`src/design/assert_macros.svh`:
```
// Assertion macros used by the decoder top level.
`ifndef ASSERT_MACROS_SVH
`define ASSERT_MACROS_SVH

// The consequent must hold in the same cycle as the antecedent.
`define RLSD_ASSERT_SAME(label, clk, rst_n, ante, cons) \
    label: assert property (@(posedge clk) disable iff (!rst_n) (ante) |-> (cons)) \
        else $error("rlsd assertion failed");

// The consequent must hold in the cycle after the antecedent.
`define RLSD_ASSERT_NEXT(label, clk, rst_n, ante, cons) \
    label: assert property (@(posedge clk) disable iff (!rst_n) (ante) |=> (cons)) \
        else $error("rlsd assertion failed");

`endif

```
`src/design/rlsd_pkg.sv`:
```
// Package with the result record, result kinds and color widening helpers of the decoder.
package rlsd_pkg;

    localparam int MAX_SIDE_DEF = 4096;

    localparam int WORD_W  = 16;
    localparam int COORD_W = 12;
    localparam int CHAN_W  = 8;
    localparam int DIM_W   = 13;
    localparam int TDATA_W = 80;
    localparam int TUSER_W = 3;

    localparam logic [DIM_W-1:0] DIM_SAT = 13'd8191;

    // Reciprocal constants: v * 255 / 31 and v * 255 / 63, scaled by 2^20.
    localparam logic [28:0] RB_MUL = 29'd8625630;
    localparam logic [28:0] G_MUL  = 29'd4244475;

    typedef enum logic [2:0] {
        KIND_PIXEL    = 3'd0,
        KIND_DIMS     = 3'd1,
        KIND_DONE     = 3'd2,
        KIND_BAD_DIMS = 3'd3,
        KIND_TRUNC    = 3'd4
    } t_kind;

    typedef struct packed {
        t_kind              kind;
        logic [COORD_W-1:0] pix_x;
        logic [COORD_W-1:0] pix_y;
        logic [CHAN_W-1:0]  red;
        logic [CHAN_W-1:0]  green;
        logic [CHAN_W-1:0]  blue;
        logic [DIM_W-1:0]   img_width;
        logic [DIM_W-1:0]   img_height;
        logic               final_result;
    } t_result;

    function automatic logic [CHAN_W-1:0] expand5(input logic [4:0] v);
        logic [28:0] prod;
        prod = 29'(v) * RB_MUL;
        return prod[27:20];
    endfunction

    function automatic logic [CHAN_W-1:0] expand6(input logic [5:0] v);
        logic [28:0] prod;
        prod = 29'(v) * G_MUL;
        return prod[27:20];
    endfunction

    function automatic logic [DIM_W-1:0] sat13(input logic [WORD_W-1:0] v);
        return (v > 16'(DIM_SAT)) ? DIM_SAT : DIM_W'(v);
    endfunction

endpackage

```
`src/design/rlsd_core.sv`:
```
// Blob parser: phase sequencer, counters and the results caused by one word.
module rlsd_core #(
    parameter int MAX_SIDE = rlsd_pkg::MAX_SIDE_DEF
) (
    input  logic                        i_clk,
    input  logic                        i_rst_n,
    input  logic                        i_step,
    input  logic [rlsd_pkg::WORD_W-1:0] i_word,
    input  logic                        i_last,
    output rlsd_pkg::t_result           o_res0,
    output rlsd_pkg::t_result           o_res1,
    output logic [1:0]                  o_count
);

    localparam int POS_W = $clog2(MAX_SIDE + 1);
    localparam logic [16:0] MAX_WIDE = 17'(MAX_SIDE);

    typedef enum logic [3:0] {
        PH_WIDTH, PH_HEIGHT, PH_LINELEN, PH_SEGCNT, PH_SKIP,
        PH_KEYCNT, PH_KEYPIX, PH_PIXCNT, PH_PIX, PH_IDLE
    } t_phase;

    t_phase                      r_phase, n_phase;
    logic [rlsd_pkg::WORD_W-1:0] r_width, n_width;
    logic [rlsd_pkg::WORD_W-1:0] r_height, n_height;
    logic [POS_W-1:0]            r_row, n_row;
    logic [rlsd_pkg::WORD_W-1:0] r_seg, n_seg;
    logic [rlsd_pkg::WORD_W-1:0] r_run, n_run;
    logic [POS_W-1:0]            r_column, n_column;

    logic              pixel_step;
    logic              pixel_hit;
    logic              dim_res;
    logic              bad_res;
    logic              complete;
    logic              trunc;
    logic              finished;
    logic              do_seg;
    logic              do_line;
    logic [16:0]       skip_sum;
    logic [POS_W-1:0]  row_inc;
    rlsd_pkg::t_result res_prim;
    rlsd_pkg::t_result res_done;
    rlsd_pkg::t_result res_trunc;
    rlsd_pkg::t_result res_second;
    logic              has_prim;

    always_comb begin
        n_phase    = r_phase;
        n_width    = r_width;
        n_height   = r_height;
        n_row      = r_row;
        n_seg      = r_seg;
        n_run      = r_run;
        n_column   = r_column;
        pixel_step = 1'b0;
        dim_res    = 1'b0;
        bad_res    = 1'b0;
        complete   = 1'b0;
        trunc      = 1'b0;
        finished   = 1'b0;
        do_seg     = 1'b0;
        do_line    = 1'b0;
        skip_sum   = 17'(r_column) + 17'(i_word);
        row_inc    = r_row + 1'b1;

        unique case (r_phase)
            PH_WIDTH: begin
                n_width  = i_word;
                n_height = '0;
                n_phase  = PH_HEIGHT;
            end
            PH_HEIGHT: begin
                n_height = i_word;
                if ((r_width == '0) || (i_word == '0) ||
                    (17'(r_width) > MAX_WIDE) || (17'(i_word) > MAX_WIDE)) begin
                    bad_res  = 1'b1;
                    finished = 1'b1;
                    n_phase  = PH_IDLE;
                end else begin
                    dim_res = 1'b1;
                    n_row   = '0;
                    n_phase = PH_LINELEN;
                end
            end
            PH_LINELEN: begin
                n_phase = PH_SEGCNT;
            end
            PH_SEGCNT: begin
                n_seg    = i_word;
                n_column = '0;
                if (i_word == '0) begin
                    do_line = 1'b1;
                end else begin
                    n_phase = PH_SKIP;
                end
            end
            PH_SKIP: begin
                n_column = (skip_sum > MAX_WIDE) ? POS_W'(MAX_SIDE) : POS_W'(skip_sum);
                n_phase  = PH_KEYCNT;
            end
            PH_KEYCNT: begin
                n_run   = i_word;
                n_phase = (i_word == '0) ? PH_PIXCNT : PH_KEYPIX;
            end
            PH_KEYPIX: begin
                pixel_step = 1'b1;
                n_run      = r_run - 1'b1;
                if (n_run == '0) begin
                    n_phase = PH_PIXCNT;
                end
            end
            PH_PIXCNT: begin
                n_run = i_word;
                if (i_word == '0) begin
                    do_seg = 1'b1;
                end else begin
                    n_phase = PH_PIX;
                end
            end
            PH_PIX: begin
                pixel_step = 1'b1;
                n_run      = r_run - 1'b1;
                if (n_run == '0) begin
                    do_seg = 1'b1;
                end
            end
            PH_IDLE: begin
                finished = 1'b1;
            end
            default: begin
                finished = 1'b1;
            end
        endcase

        pixel_hit = pixel_step && (17'(r_column) < 17'(r_width));
        if (pixel_step && (17'(r_column) < MAX_WIDE)) begin
            n_column = r_column + 1'b1;
        end

        if (do_seg) begin
            n_seg = r_seg - 1'b1;
            if (n_seg == '0) begin
                do_line = 1'b1;
            end else begin
                n_phase = PH_SKIP;
            end
        end

        if (do_line) begin
            n_row = row_inc;
            if (17'(row_inc) >= 17'(r_height)) begin
                complete = 1'b1;
                n_phase  = PH_IDLE;
            end else begin
                n_phase = PH_LINELEN;
            end
        end

        if (n_phase == PH_IDLE) begin
            finished = 1'b1;
        end

        if (i_last) begin
            trunc   = !finished;
            n_phase = PH_WIDTH;
        end
    end

    always_comb begin
        res_prim              = '0;
        res_done              = '0;
        res_trunc             = '0;
        res_done.kind         = rlsd_pkg::KIND_DONE;
        res_trunc.kind        = rlsd_pkg::KIND_TRUNC;
        res_trunc.img_width   = rlsd_pkg::sat13(n_width);
        res_trunc.img_height  = rlsd_pkg::sat13(n_height);
        if (pixel_hit) begin
            res_prim.kind  = rlsd_pkg::KIND_PIXEL;
            res_prim.pix_x = rlsd_pkg::COORD_W'(r_column);
            res_prim.pix_y = rlsd_pkg::COORD_W'(r_row);
            res_prim.red   = rlsd_pkg::expand5(i_word[15:11]);
            res_prim.green = rlsd_pkg::expand6(i_word[10:5]);
            res_prim.blue  = rlsd_pkg::expand5(i_word[4:0]);
        end else begin
            res_prim.kind       = bad_res ? rlsd_pkg::KIND_BAD_DIMS : rlsd_pkg::KIND_DIMS;
            res_prim.img_width  = rlsd_pkg::sat13(n_width);
            res_prim.img_height = rlsd_pkg::sat13(n_height);
        end

        has_prim   = pixel_hit || dim_res || bad_res;
        res_second = complete ? res_done : res_trunc;
        o_count    = 2'(has_prim) + 2'(complete) + 2'(trunc);

        o_res0              = has_prim ? res_prim : res_second;
        o_res0.final_result = (o_count == 2'd1);
        o_res1              = res_second;
        o_res1.final_result = 1'b1;
    end

    always_ff @(posedge i_clk) begin
        if (!i_rst_n) begin
            r_phase  <= PH_WIDTH;
            r_width  <= '0;
            r_height <= '0;
            r_row    <= '0;
            r_seg    <= '0;
            r_run    <= '0;
            r_column <= '0;
        end else if (i_step) begin
            r_phase  <= n_phase;
            r_width  <= n_width;
            r_height <= n_height;
            r_row    <= n_row;
            r_seg    <= n_seg;
            r_run    <= n_run;
            r_column <= n_column;
        end
    end

endmodule

```
`src/design/rle_sprite_rgb565_decoder.sv`:
```
// Top level of the run-length RGB565 sprite decoder: input skid stage, parser and output beats.
//
// The slave channel takes one 16-bit blob word per beat, with tlast on the final word of a blob.
// Each word causes zero, one or two results on the master channel: a pixel write, the image
// dimensions, a bad-dimension error, image completion or truncation. tuser carries the result
// kind, and tlast marks the last result caused by one input word.
// An accepted word waits in the input register, or behind it in the skid register, until the
// parser consumes it; its first result beat is then registered in the output stage.
// The block takes one word per cycle while the output is not stalled; a word that causes two
// results occupies the output for two beats and holds the parser until its first beat is taken.
// After reset the parser awaits the width word of a new blob and both channels are empty.
// When the receiver stalls, one result beat and one pending second beat are held, the input
// stage buffers up to two words, and s_axis_tready falls until the output drains.
`include "assert_macros.svh"

module rle_sprite_rgb565_decoder #(
    parameter int MAX_SIDE = rlsd_pkg::MAX_SIDE_DEF
) (
    input  logic                         i_clk,
    input  logic                         i_rst_n,
    input  logic                         s_axis_tvalid,
    output logic                         s_axis_tready,
    // word[15:0]
    input  logic [rlsd_pkg::WORD_W-1:0]  s_axis_tdata,
    input  logic                         s_axis_tlast,
    output logic                         m_axis_tvalid,
    input  logic                         m_axis_tready,
    // pix_x[11:0], pix_y[23:12], red[31:24], green[39:32], blue[47:40],
    // img_width[60:48], img_height[73:61], zero fill[79:74]
    output logic [rlsd_pkg::TDATA_W-1:0] m_axis_tdata,
    // kind[2:0]
    output logic [rlsd_pkg::TUSER_W-1:0] m_axis_tuser,
    output logic                         m_axis_tlast
);

    logic                        r_in_valid;
    logic [rlsd_pkg::WORD_W-1:0] r_in_word;
    logic                        r_in_last;
    logic                        r_sk_valid;
    logic [rlsd_pkg::WORD_W-1:0] r_sk_word;
    logic                        r_sk_last;
    logic                        r_out_valid;
    rlsd_pkg::t_result           r_out;
    logic                        r_pend_valid;
    rlsd_pkg::t_result           r_pend;

    logic              s_fire;
    logic              out_fire;
    logic              can_push;
    logic              consume;
    rlsd_pkg::t_result core_res0;
    rlsd_pkg::t_result core_res1;
    logic [1:0]        core_count;

    assign s_axis_tready = !r_sk_valid;
    assign s_fire        = s_axis_tvalid && !r_sk_valid;
    assign out_fire      = r_out_valid && m_axis_tready;
    assign can_push      = !r_pend_valid && (!r_out_valid || m_axis_tready);
    assign consume       = r_in_valid && can_push;

    rlsd_core #(
        .MAX_SIDE (MAX_SIDE)
    ) u_core (
        .i_clk   (i_clk),
        .i_rst_n (i_rst_n),
        .i_step  (consume),
        .i_word  (r_in_word),
        .i_last  (r_in_last),
        .o_res0  (core_res0),
        .o_res1  (core_res1),
        .o_count (core_count)
    );

    always_ff @(posedge i_clk) begin
        if (!i_rst_n) begin
            r_in_valid <= 1'b0;
            r_sk_valid <= 1'b0;
        end else if (consume) begin
            if (r_sk_valid) begin
                r_in_word  <= r_sk_word;
                r_in_last  <= r_sk_last;
                r_sk_valid <= 1'b0;
            end else if (s_fire) begin
                r_in_word <= s_axis_tdata;
                r_in_last <= s_axis_tlast;
            end else begin
                r_in_valid <= 1'b0;
            end
        end else if (s_fire) begin
            if (!r_in_valid) begin
                r_in_valid <= 1'b1;
                r_in_word  <= s_axis_tdata;
                r_in_last  <= s_axis_tlast;
            end else begin
                r_sk_valid <= 1'b1;
                r_sk_word  <= s_axis_tdata;
                r_sk_last  <= s_axis_tlast;
            end
        end
    end

    always_ff @(posedge i_clk) begin
        if (!i_rst_n) begin
            r_out_valid  <= 1'b0;
            r_pend_valid <= 1'b0;
        end else begin
            if (out_fire) begin
                r_out_valid  <= r_pend_valid;
                r_out        <= r_pend;
                r_pend_valid <= 1'b0;
            end
            if (consume && (core_count != 2'd0)) begin
                r_out_valid  <= 1'b1;
                r_out        <= core_res0;
                r_pend       <= core_res1;
                r_pend_valid <= (core_count == 2'd2);
            end
        end
    end

    assign m_axis_tvalid = r_out_valid;
    assign m_axis_tuser  = r_out.kind;
    assign m_axis_tlast  = r_out.final_result;
    assign m_axis_tdata  = {6'd0, r_out.img_height, r_out.img_width, r_out.blue,
                            r_out.green, r_out.red, r_out.pix_y, r_out.pix_x};

    `RLSD_ASSERT_SAME(a_pend_needs_out, i_clk, i_rst_n, r_pend_valid, r_out_valid)
    `RLSD_ASSERT_SAME(a_skid_needs_main, i_clk, i_rst_n, r_sk_valid, r_in_valid)
    `RLSD_ASSERT_NEXT(a_two_results_pend, i_clk, i_rst_n, consume && (core_count == 2'd2),
        r_pend_valid && r_out_valid)
    `RLSD_ASSERT_SAME(a_count_range, i_clk, i_rst_n, r_in_valid, core_count != 2'd3)

endmodule

```
`config.mk`:
```
export PLATFORM = sky130hd
export DESIGN_NAME = rle_sprite_rgb565_decoder
export DESIGN_NICKNAME = d
export VERILOG_FILES = /design/src/design/rlsd_pkg.sv /design/src/design/rlsd_core.sv /design/src/design/rle_sprite_rgb565_decoder.sv
export VERILOG_INCLUDE_DIRS = /design/src /design/src/design
export SDC_FILE = /design/constraint.sdc
export NUM_CORES = 1
export LEC_CHECK = 0
export BUFFER_PORTS_ARGS = -buffer_cell sky130_fd_sc_hd__buf_2
export CAP_MARGIN = 20
export CORE_MARGIN = 3
export CORE_UTILIZATION = 40
export DETAILED_ROUTE_END_ITERATION = 16
export PLACE_DENSITY_LB_ADDON = 0.25
export SYNTH_ARGS = -nofsm -noshare
export SYNTH_HDL_FRONTEND = slang
export SYNTH_SLANG_ARGS = --single-unit
export TNS_END_PERCENT = 10
```
`constraint.sdc`:
```
create_clock -name i_clk -period 17.6 [get_ports i_clk]
set_clock_uncertainty 0.15 [all_clocks]
set_input_delay 0.88 -clock i_clk [delete_from_list [all_inputs] [get_ports i_clk]]
set_output_delay 0.88 -clock i_clk [all_outputs]
set_load 0.05 [all_outputs]
```
# Word-level counts from Yosys, hierarchy flattened
# Index checks and enable logic that the tools add are counted.
[totals] ff_bits=287 word_cells=177
[op_classes] multipliers=3 mux=66 bitwise_logic=2 reduce_logical=44 n_lt_le_gt_ge=8 n_eq_ne=15 add_sub_neg=7
[ops] cell="$mux 78" n=4
[ops] cell="$mux 16" n=8
[ops] cell="$mux 13" n=7
[ops] cell="$gt 16x13->1 const B" n=4
[ops] cell="$logic_not 16->1" n=4
[ops] cell="$pmux 16 s2" n=2
[ops] cell="$mul 5x23->27 const B" n=2
[ops] cell="$mux 48" n=1
[ops] cell="$mux 4" n=9
[ops] cell="$pmux 4 s8" n=1
[ops] cell="$sub 16x1->16 const B" n=2
[ops] cell="$mul 6x23->28 const B" n=1
[ops] cell="$mux 1" n=28
[ops] cell="$add 13x1->13 const B" n=2
[ops] cell="$mux 26" n=1
[ops] cell="$pmux 13 s2" n=1
[ops] cell="$add 13x16->17" n=1
[ops] cell="$gt 17x13->1 const B" n=1
[ops] cell="$eq 4x3->1 const B" n=4
[ops] cell="$ge 13x16->1" n=1
[ops] cell="$lt 13x16->1" n=1
[ops] cell="$reduce_bool 2->1" n=7
[ops] cell="$lt 13x13->1 const B" n=1
[ops] cell="$reduce_and 2->1" n=6
[ops] cell="other kinds (22)" n=46

# Depth between registers and ports, before layout
# Gate-level depths: netlist (run 1).
[depth] word_depth=18 mapped_depth=21 ltp_nobuf=20

# Cells and area by module
# A second synthesis (run 1) with hierarchy kept.
[unflattened] cells_unflattened=1967 hier_area_um2=19728.9
[by_module_without_submodules] module="rlsd_core" seq_area_each_um2=1881.8 instances=1 cells_each=1633 area_each_um2=12245.5
[by_module_without_submodules] module="rle_sprite_rgb565_decoder" seq_area_each_um2=5785.5 instances=1 cells_each=334 area_each_um2=7483.4

# Worst setup path before layout (run 1)
# OpenSTA, ideal clock, no wires.
[synth_path] path_type="reg2reg" start="reg u_core.r_row[4]" end="reg r_out (netlist bit m_axis_tdata[0]), enable pin" path_buffers=2 setup_time_ns=0.540 arrival_time_ns=7.920 path_slack_ns=8.990 required_ns=16.910 path_stages_with_launch=21 synth_period_minus_slack_ns=8.610 path_cell_list="dfxtp_1 and3_1 and3_1 and3_1 and3_1 nor2b_1 or2_2 ha_1 a21o_1 a21oi_1 nor2b_1 a2111oi_0 nor3_4 buf_2 inv_2 o211ai_1 fa_1 nand2_1 nand2_1 clkbuf_1 a21oi_1"
[synth_between] elab_chain_cells=13 word_cells_on_any_way=16 classes_between="3 x add/sub; 1 x order compare; 1 x eq/ne; 6 x mux; 5 x reduce/logical"
[synth_lines] item="start, declared" line="rlsd_core.sv:26" source="logic [POS_W-1:0] r_row, n_row;"
[synth_lines] item="start signal, assigned" line="rlsd_core.sv:214" source="r_row <= n_row;"
[synth_lines] item="$add 13x1->13 (*)" line="rlsd_core.sv:65" source="row_inc = r_row + 1'b1;"
[synth_lines] item="$ge 13x16->1 (*)" line="rlsd_core.sv:152" source="if (17'(row_inc) >= 17'(r_height)) begin"
[synth_lines] item="$mux 4" line="rlsd_core.sv:152"
[synth_lines] item="$mux 4" line="rlsd_core.sv:150" source="if (do_line) begin"
[synth_lines] item="$eq 4x4->1" line="rlsd_core.sv:160" source="if (n_phase == PH_IDLE) begin"
[synth_lines] item="$mux 1" line="rlsd_core.sv:160"
[synth_lines] item="$logic_not 1->1" line="rlsd_core.sv:165" source="trunc = !finished;"
[synth_lines] item="$mux 1" line="rlsd_core.sv:164" source="if (i_last) begin"
[synth_lines] item="$add 2x1->2 (*)" line="rlsd_core.sv:193" source="o_count = 2'(has_prim) + 2'(complete) + 2'(trunc);"
[synth_lines] item="$reduce_bool 2->1 (*)" line="rle_sprite_rgb565_decoder.sv:112" source="if (consume && (core_count != 2'd0)) begin"
[synth_lines] item="$logic_and 1x1->1 (*)" line="rle_sprite_rgb565_decoder.sv:112"
[synth_lines] item="$reduce_bool 2->1 (no line) (*)"
[synth_lines] item="$reduce_and 2->1 (no line) (*)"
[synth_lines] item="end signal, assigned" line="rle_sprite_rgb565_decoder.sv:109" source="r_out <= r_pend;"
[synth_lines] item="end signal, assigned" line="rle_sprite_rgb565_decoder.sv:114" source="r_out <= core_res0;"
[synth_lines] item="end, declared" line="rle_sprite_rgb565_decoder.sv:43" source="rlsd_pkg::t_result r_out;"
# Every way passes the cells marked *; elsewhere a longest branch is shown, timed or not.
# A chain may end at the register's enable or synchronous reset.

# Worst setup path in the final report (run 1)
[layout_path] start="reg u_core.r_row[3]" end="reg r_out (netlist bit m_axis_tdata[24]), enable pin"
# Same word-level chain as after synthesis.

==> flow_metrics.tcl, run 1 <==
set metrics [dict create \
    drt_iter0_drc 1019 \
    multi_input_area_sq_um 9216 \
    slew_headroom 0.3208 \
    core_area_sq_um 39910 \
    fin_tns_setup_ns 0 \
    hold_viol 0 \
    syn_area_sq_um 16240 \
    cts.hold.buffers_added 0 \
    dieWidth_um 207.5 \
    totalWireLength_um 43190 \
    cts_setup_buffers 0 \
    worst_slack_ns 11.80 \
    switching_power_uw 555.7 \
    post-route-util 0.4583 \
    die_y_um 207.5 \
    clk_pin_slew_worst_paths_ns 0.06 \
    ys_seq_area_frac 0.3797 \
    place_congestion 0.9144 \
    nFillCells 3731 \
    outcome "finished clean" \
    crit_path_max_incr_delay_ns 0.76 \
    synth_cell_types 80 \
    finalNonFillerCells 2331 \
    worstSetupEndpointType "register" \
    grt_overflow 0 \
    slew_violations 0 \
    crit_buf_inv 4 \
    p_leak_uw 0.007710 \
    p_int_uw 1116 \
    vias 13039 \
    mostFrequentLayoutCell "ha_1" \
    clock-sinks 238 \
    h-tree-depth 1 \
    grt_pass1_wl_um 69480 \
    max_freq_ghz 0.1725 \
    cp_top_family "simple AND/OR/NAND/NOR gates" \
    pre_cts_ws_ns 11.84 \
    p_total_uw 1671 \
    fin_crit_sh 0.3293 \
    seqPwrFrac 0.390 \
    wl_per_cell_um 18.53 \
    grt_pass1_vias 12475 \
    ir_drop_mv 0.07205 \
    syn-instance-count 1696 \
    numCtsBuffers 28 \
    ioPinCount 107 \
    pwr-share-clk 0.337 \
    cts_resized 0 \
    critPathMaxFanout 78 \
    rows 73 \
    cp-start-kind "register" \
    critPathRequiredTime_ns 17.62 \
    ff_latch_area_sq_um 6166 \
    synth_area_per_cell_sq_um 9.574 \
    syn2layout_area_growth_pct 12.66 \
    final_cell_mix "ha_1, inv_1, nor2_1" \
    critPathKind "register to register" \
    dp_cells 2278 \
    rsz0062_at_grt "no" \
    antenna_found_initial 1 \
    cts_buffer_depth 3 \
    swShare 0.3325 \
    rr_startpoint "u_core.r_row[3]" \
    drc 0 \
    clock_latency_ns 0.56 \
    crit_slowest_cell "buf_4" \
    hp-class "register to register" \
    die-area_sq_um 43050 \
    drive_gt1_frac 0.1384 \
    initial_utilization 0.4068 \
    synth_edf_count 140 \
    ys.flop_type "edfxtp_1" \
    min_from "u_core.r_width[15]" \
    crit_arrival_ns 5.81 \
    crit_top_cell "and3_1" \
    antenna_left 0 \
    grt.total_usage 0.1969 \
    synth-seq-cells 238 \
    port-buffer-count 100 \
    crit_chain "and3_1, and3_1, and3_1, and3_1, nor2b_1, or2_2, ha_1, a21o_1, a21oi_1, nor2b_1, a2111oi_0, buf_1, nor3_4, buf_4, inv_2, o211ai_1, fa_1, nand2_1, nand2_1, a21oi_4, buf_4" \
    first_pass_iters 5 \
    setup_violations 0 \
    cellPowerDensity_nw_per_um2 91.37 \
    period_minus_slack_ns 5.797 \
    startpoint "u_core.r_row[3]" \
    layout.nets 2020 \
    p_comb_frac 0.273 \
    hpwl_um 31180 \
    diodes 0 \
    grt_max_degree 79 \
    viasPerCell 5.594 \
    async_flop_share 0 \
    ctsRootBufferMaster "clkbuf_16" \
    worst_pin_slew_ns 1.016 \
    ys_warn_count 0 \
    cts_tree "built" \
    maxCapViolCount 0 \
]
layout make-up:
class	count	area share
Multi-Input combinational cell	1232	0.5038
Tap cell	525	0.03591
Sequential cell	238	0.3371
Timing Repair Buffer	138	0.04371
Clock buffer	30	0.03871
Clock inverter	21	0.01060
Inverter	147	0.03016
synthesized netlist by cell type (all sizes together) (8+ instances only):
master | instances | area, sq um
fa | 51 | 1021
o21ai | 97 | 485.5
a21oi | 100 | 500.5
a21o | 19 | 142.6
o31ai | 10 | 80.07
inv | 146 | 548.0
o22ai | 9 | 62.56
a31oi | 11 | 68.82
dfxtp | 98 | 1962
nor2 | 143 | 539.3
nand2b | 11 | 68.82
o21a | 10 | 75.07
ha | 163 | 2039
nor3 | 41 | 216.5
or3 | 9 | 56.30
and3 | 50 | 312.8
nand3 | 32 | 160.2
nand4 | 17 | 106.4
o211ai | 19 | 142.6
or2 | 19 | 118.9
a32oi | 8 | 70.07
a211oi | 23 | 172.7
mux2 | 18 | 202.7
a22oi | 10 | 75.07
and2 | 10 | 62.56
a22o | 51 | 446.7
edfxtp | 140 | 4204
nor4 | 19 | 131.4
clkbuf | 60 | 225.2
nor2b | 35 | 219.0
buf | 24 | 141.4
nand2 | 113 | 424.2
xnor2 | 33 | 289.0
xor2 | 15 | 131.4
per-stage QoR:
stage / cell area [sq um] / hold WS (ns)
2_1_floorplan: 16260 / 0.2934
3_3_place_gp: 17330 / 0.3071
3_5_place_dp: 17380 / 0.3078
4_1_cts: 18280 / 0.3279
5_1_grt: 18290 / 0.3404
6_report: 18290 / 0.3291
metal layers:
metal,part of all wire,vias up,global-route usage
met3,0.065,76,0.02524
met1,0.47,6229,0.2960
li1,-,6306,-
met5,0,-,0
met4,0.028,0,0.05665
met2,0.43,428,0.2974
logic make-up (layout without fill, tap and decap cells):
kind of cell             Yosys count  after routing  share of synthesized area
AND/OR/NAND/NOR                  531            531                     0.1664
AO/OA/AOI/OAI                    413            413                     0.1690
flip-flops                       238            238                     0.3797
buffers and inverters            231            336                    0.05656
adder cells (fa/ha/maj)          214            214                     0.1885
XOR/XNOR                          48             48                    0.02589
multiplexers                      20             20                    0.01372
other                              1              6                  0.0002310
registers in the layout, summed over array words and instances (netlist names), 3 cells and up:
| register | cells |
|---|---|
| m_axis_tdata | 74 |
| m_axis_tuser | 3 |
| r_in_word | 16 |
| r_pend | 28 |
| r_sk_word | 16 |
| u_core.r_column | 13 |
| u_core.r_height | 16 |
| u_core.r_phase | 4 |
| u_core.r_row | 13 |
| u_core.r_run | 16 |
| u_core.r_seg | 16 |
| u_core.r_width | 16 |
worst paths after layout:
path                                      endpoint  slack, ns  cells after the start
worst max-delay path              m_axis_tdata[24]      11.80                     21
worst min register to register  u_core.r_width[15]       0.33                      1
worst min-delay path            u_core.r_width[15]       0.33                      1
worst max register to register    m_axis_tdata[24]      11.80                     21
power groups by stage:
stage          clock network [uW]  logic, uW  registers, uW
2_1_floorplan                   0        272            721
3_3_place_gp                    0        440            662
3_5_place_dp                    0        455            663
4_1_cts                       579        458            651
5_1_grt                       601        512            655
6_report                      564        456            652
Power figures use the tool's default switching activity.
==> run 2, diff against run 1 <==
clock period = 5.6 ns   (was 17.6 ns; I/O delays follow)
==> run 2 against run 1 <==
Critical path depth down 4. Die area unchanged. First-iteration DRC count up 8.1%. Sequential cell count unchanged.
==> flow_metrics.tcl, run 2 (same netlist as run 1, synthesis figures left out) <==
set metrics [dict create \
    outcome "finished clean" \
    cp-start-kind "register" \
    drc 0 \
    critPathKind "register to register" \
    clock-sinks 238 \
    crit_arrival_ns 5.17 \
    rsz0062_at_grt "no" \
    largest_register_ffs 74 \
    critPathRequiredTime_ns 5.68 \
    worst_pin_slew_ns 1.099 \
    maxCapViolCount 0 \
    h-tree-depth 1 \
    cts_buffer_depth 3 \
    grt_pass1_wl_um 70250 \
    fin_tns_setup_ns 0 \
    hold_viol 0 \
    max_freq_ghz 0.1964 \
    grt_max_degree 41 \
    whs_path_depth 2 \
    slew_headroom 0.2627 \
    final_cell_mix "ha_1, inv_1, nor2_1" \
    swShare 0.3271 \
    rr_startpoint "u_core.r_run[1]" \
    fin_crit_sh 0.9091 \
    critPathMaxFanout 32 \
    slew_violations 0 \
    first_pass_iters 5 \
    wl_per_cell_um 18.56 \
    rows 73 \
    ioPinCount 107 \
    switching_power_uw 1786 \
    p_int_uw 3673 \
    worstSetupEndpointType "register" \
    numCtsBuffers 29 \
    busiest_layer "met2" \
    seqPwrFrac 0.376 \
    min_from "i_rst_n" \
    cts_tree "built" \
    drive_gt1_frac 0.1463 \
    drt_iter0_drc 1102 \
    clk_pin_slew_worst_paths_ns 0.07 \
    use_met2 0.3215 \
    cellPowerDensity_nw_per_um2 291.5 \
    mostFrequentLayoutCell "ha_1" \
    worstReg2RegEnd "r_pend[17]" \
    p_leak_uw 0.007893 \
    totalWireLength_um 43890 \
    worst_slack_ns 0.5092 \
    core_area_sq_um 39910 \
    grt_overflow 0 \
    grt.total_usage 0.1987 \
    die-area_sq_um 43050 \
    hold_path_end "u_core.r_run[11]" \
    p_comb_frac 0.265 \
    dieWidth_um 207.5 \
    met3_usage 0.02766 \
    ir_drop_mv 0.2802 \
    reg2reg_depth 17 \
    use_met1 0.2880 \
    antenna_left 0 \
    vias 13122 \
    hp-class "primary input to register" \
    die_y_um 207.5 \
    setup_violations 0 \
    initial_utilization 0.4068 \
    grt_pass1_vias 12603 \
    ctsRootBufferMaster "clkbuf_16" \
    place_congestion 0.9224 \
    clock_latency_ns 0.58 \
    port-buffer-count 100 \
    r2r_slack_ns 0.51 \
    period_minus_slack_ns 5.091 \
    pre_cts_ws_ns 0.4953 \
    pwr-share-clk 0.359 \
    viasPerCell 5.548 \
    hpwl_um 32530 \
    layout.nets 2051 \
    syn2layout_area_growth_pct 15.34 \
    antenna_found_initial 0 \
]
-- run 2: critical path, stage by stage (launching register included) --
cell and delay (ns):
dfxtp_1 0.38, inv_1 0.13, ha_2 0.25, or4b_1 0.60, o31ai_2 0.22, nand4b_1 0.17
nor4_1 0.32, nand4b_1 0.21, o22ai_2 0.29, a21oi_1 0.21, nor3_1 0.30, inv_1 0.11
fa_1 0.48, nand2_1 0.10, nand2_2 0.08, buf_4 0.26, nor2_2 0.11, buf_4 0.34
-- run 2: worst max path at each step --
stage	cells past startpoint	startpoint	to	slack [ns]
6_report	17	u_core.r_run[1]	r_pend[17]	0.51
5_1_grt	17	u_core.r_run[1]	r_pend[16]	0.06
3_3_place_gp	17	u_core.r_run[0]	m_axis_tdata[54]	0.67
3_5_place_dp	17	u_core.r_run[1]	m_axis_tdata[54]	0.50
2_1_floorplan	19	u_core.r_run[0]	m_axis_tdata[0]	0.002
4_1_cts	17	u_core.r_run[1]	m_axis_tdata[54]	0.43
-- run 2: per-layer routing --
layer	part of all wire	routed length (um)	vias up
li1	-	-	6377
met1	0.47	20620	6327
met2	0.46	20120	368
met3	0.057	2494	50
met4	0.015	654	0
met5	0	0	-
-- run 2: cell type report --
class | count | area [sq um]
well taps | 525 | 656.9
fillers | 3755 | 21190
repair buffers | 168 | 1081
multi-input cells | 1232 | 9263
diodes | 1 | 2.502
clock inverters | 22 | 260.3
clock buffers | 32 | 747.0
flip-flops and latches | 238 | 6166
inverters | 147 | 551.8
-- run 2: through the flow --
| step | instance area, sq um | hold slack [ns] | cells | utilization | total power [uW] |
|---|---|---|---|---|---|
| after floorplan | 16330 | 0.2289 | 1701 | - | 3125 |
| after global placement | 17490 | 0.3105 | 2288 | 0.4383 | 3491 |
| after detailed placement | 17490 | 0.3116 | 2288 | 0.4383 | 3523 |
| after CTS | 18690 | 0.02122 | 2361 | 0.4683 | 5516 |
| after global routing | 18730 | 0.05626 | 2364 | 0.4691 | 5772 |
| final | 18730 | 0.05297 | 2365 | 0.4692 | 5459 |
-- run 2: power by group through the flow --
stage / Clock [uW] / Combinational, uW / Sequential (uW)
6_report: 1960 / 1450 / 2050
4_1_cts: 2010 / 1450 / 2050
2_1_floorplan: 0 / 866 / 2260
5_1_grt: 2080 / 1630 / 2060
3_3_place_gp: 0 / 1400 / 2090
3_5_place_dp: 0 / 1430 / 2090
-- run 2: what timing repair did --
action	4_1_cts	5_1_grt
hold buffers	19	0
endpoints found under the setup margin	0	39
endpoints found under the hold margin	36	0
resized for setup	0	3
setup buffers	0	0
==> run 3, diff against run 2 <==
PLACE_DENSITY_LB_ADDON = not set   (was 0.25)
clock period = 4.1 ns   (was 5.6 ns; I/O delays follow)
==> run 3 against run 2 <==
The flow now finishes with violations (setup timing). Register-to-register slack got worse by 0.88 ns. Global-route usage increased by 1.5 points. Sequential cell count unchanged. Total power increased by 43%. Count of clock-buffer cells in the layout increased by 2. Combinational power increased by 71%. Highest routed layer is now met5. Via count increased by 6.8%. Clock power increased by 30%. Final cell count increased by 9.3%. Utilization increased by 6.5 points. Routed wire length increased by 7.7%.
==> flow_metrics.tcl, run 3 (same netlist as run 1, synthesis figures left out) <==
set metrics [dict create \
    ir_drop_mv 0.3212 \
    maxCapViolCount 0 \
    cts_tree "built" \
    hp-class "primary input to register" \
    vias 14016 \
    largest_register_ffs 74 \
    grt.total_usage 0.2135 \
    drive_gt1_frac 0.2947 \
    reg2reg_depth 22 \
    drt_iter0_drc 1120 \
    worstReg2RegEnd "m_axis_tdata[51]" \
    grt_pass1_vias 13874 \
    dieWidth_um 207.5 \
    viasPerCell 5.422 \
    final_cell_area_sq_um 21330 \
    hold_path_end "r_sk_word[6]" \
    totalWireLength_um 47250 \
    core_area_sq_um 39910 \
    nFillCells 3573 \
    worstSetupEndpointType "register" \
    crit_arrival_ns 4.62 \
    dp_cells 2474 \
    swShare 0.3296 \
    critPathMaxFanout 7 \
    worst_slack_ns -0.3700 \
    slew_violations 0 \
    ctsRootBufferMaster "clkbuf_16" \
    p_comb_frac 0.317 \
    pre_cts_ws_ns -0.6166 \
    diodes 0 \
    grt_pass1_wl_um 75480 \
    p_int_uw 5249 \
    cp-start-kind "register" \
    slew_headroom 0.3137 \
    placed_area_sq_um 18980 \
    ff_latch_area_sq_um 6176 \
    critPathKind "register to register" \
    finalNonFillerCells 2585 \
    fin_crit_sh 1.090 \
    switching_power_uw 2581 \
    cellPowerDensity_nw_per_um2 367.1 \
    mostFrequentLayoutCell "buf_4" \
    whs_ns 0.2174 \
    min_from "s_axis_tdata[6]" \
    clock-sinks 238 \
    first_pass_iters 7 \
    hpwl_um 34570 \
    drc 0 \
    worst_pin_slew_ns 1.019 \
    period_minus_slack_ns 4.470 \
    die-area_sq_um 43050 \
    rsz0062_at_grt "yes" \
    numCtsBuffers 29 \
    initial_utilization 0.4068 \
    seqPwrFrac 0.357 \
    post-route-util 0.5343 \
    ioPinCount 107 \
    p_leak_uw 0.009138 \
    max_freq_ghz 0.2237 \
    r2r_slack_ns -0.37 \
    setup_violations 183 \
    wl_per_cell_um 18.28 \
    cts_buffer_depth 3 \
    critPathRequiredTime_ns 4.25 \
    port-buffer-count 100 \
    rr_startpoint "u_core.r_row[0]" \
    hold_viol 0 \
    multi_input_area_sq_um 9866 \
    whs_path_depth 2 \
    clk_pin_slew_worst_paths_ns 0.06 \
    rows 73 \
    antenna_found_initial 1 \
    syn2layout_area_growth_pct 31.35 \
    pwr-share-clk 0.326 \
    h-tree-depth 1 \
    grt_overflow 0 \
    clock_latency_ns 0.58 \
    antenna_left 0 \
    violations "setup timing" \
    final_cell_mix "buf_4, ha_1, edfxtp_1" \
    die_y_um 207.5 \
    layout.nets 2272 \
    outcome "complete, but fails checks" \
    place_congestion 0.9390 \
    grt_max_degree 36 \
]
run 3: changes by cell type in the layout (fill, tap and decap cells not counted), moves of 8 or more:
| cell | delta |
|---|---|
| buf_4 | +185 |
| and3_1 | -28 |
| and3_4 | +28 |
| o21ai_2 | +14 |
| buf_6 | +13 |
| nor2_1 | -13 |
| buf_12 | +11 |
| nor2_2 | +9 |
| ha_1 | -8 |
| inv_1 | -8 |
run 3: repair_timing:
item	CTS	global route
resized for setup	102	73
gates cloned	6	4
endpoints found under the hold margin	44	0
pin swaps	23	27
hold buffers	21	0
setup endpoints to repair	186	191
setup buffers	17	8
run 3: metal layers:
metal	track usage	vias to the layer above	routed length (um)
li1	-	6828	-
met1	0.3031	6825	22100
met2	0.3545	307	22240
met3	0.02433	54	2004
met4	0.04424	2	899
met5	0	-	13
run 3: power by group through the flow:
stage | logic [uW] | registers [uW] | clock network (uW)
5_1_grt | 2730 | 2810 | 2700
3_5_place_dp | 2160 | 2850 | 0
4_1_cts | 2380 | 2800 | 2600
6_report | 2480 | 2800 | 2550
3_3_place_gp | 2110 | 2840 | 0
2_1_floorplan | 1180 | 3090 | 0
run 3: final cells by class:
class                           instances  share of cell area
Timing Repair Buffer                  389              0.1464
Multi-Input combinational cell       1232              0.4626
Inverter                              147             0.02599
Clock inverter                         20            0.009739
Tap cell                              525             0.03080
Sequential cell                       238              0.2896
Clock buffer                           34             0.03491
run 3: stage by stage:
stage          TNS, ns  power [uW]
3_3_place_gp    -66.18        4952
6_report        -53.54        7830
3_5_place_dp    -83.58        5001
2_1_floorplan  -168.86        4270
5_1_grt         -74.95        8236
4_1_cts         -45.00        7776
run 3: worst max-delay path by stage:
stage / start / endpoint / slack [ns] / cells after the start
after global placement: u_core.r_seg[1] / m_axis_tdata[60] / -0.48 / 15
after CTS: u_core.r_row[4] / m_axis_tdata[4] / -0.32 / 21
final: u_core.r_row[0] / m_axis_tdata[51] / -0.37 / 22
after global routing: r_in_word[3] / m_axis_tdata[47] / -0.52 / 16
after floorplan: u_core.r_run[0] / m_axis_tdata[0] / -1.43 / 19
after detailed placement: u_core.r_seg[1] / m_axis_tdata[51] / -0.62 / 15
run 3: worst max-delay path, cell delays in order (launching register included):
cell	delay, ns
dfxtp_4	0.36
ha_4	0.17
and3_4	0.17
and3_1	0.19
buf_4	0.14
nor2b_1	0.13
or2_2	0.29
ha_2	0.17
a21o_1	0.16
a21oi_2	0.13
nor2b_2	0.06
a2111oi_4	0.43
nor3_4	0.06
inv_2	0.07
o211ai_1	0.12
fa_2	0.60
buf_6	0.11
a21oi_4	0.06
nand2b_4	0.11
nor2_4	0.06
buf_6	0.13
buf_12	0.12
a22o_1	0.18
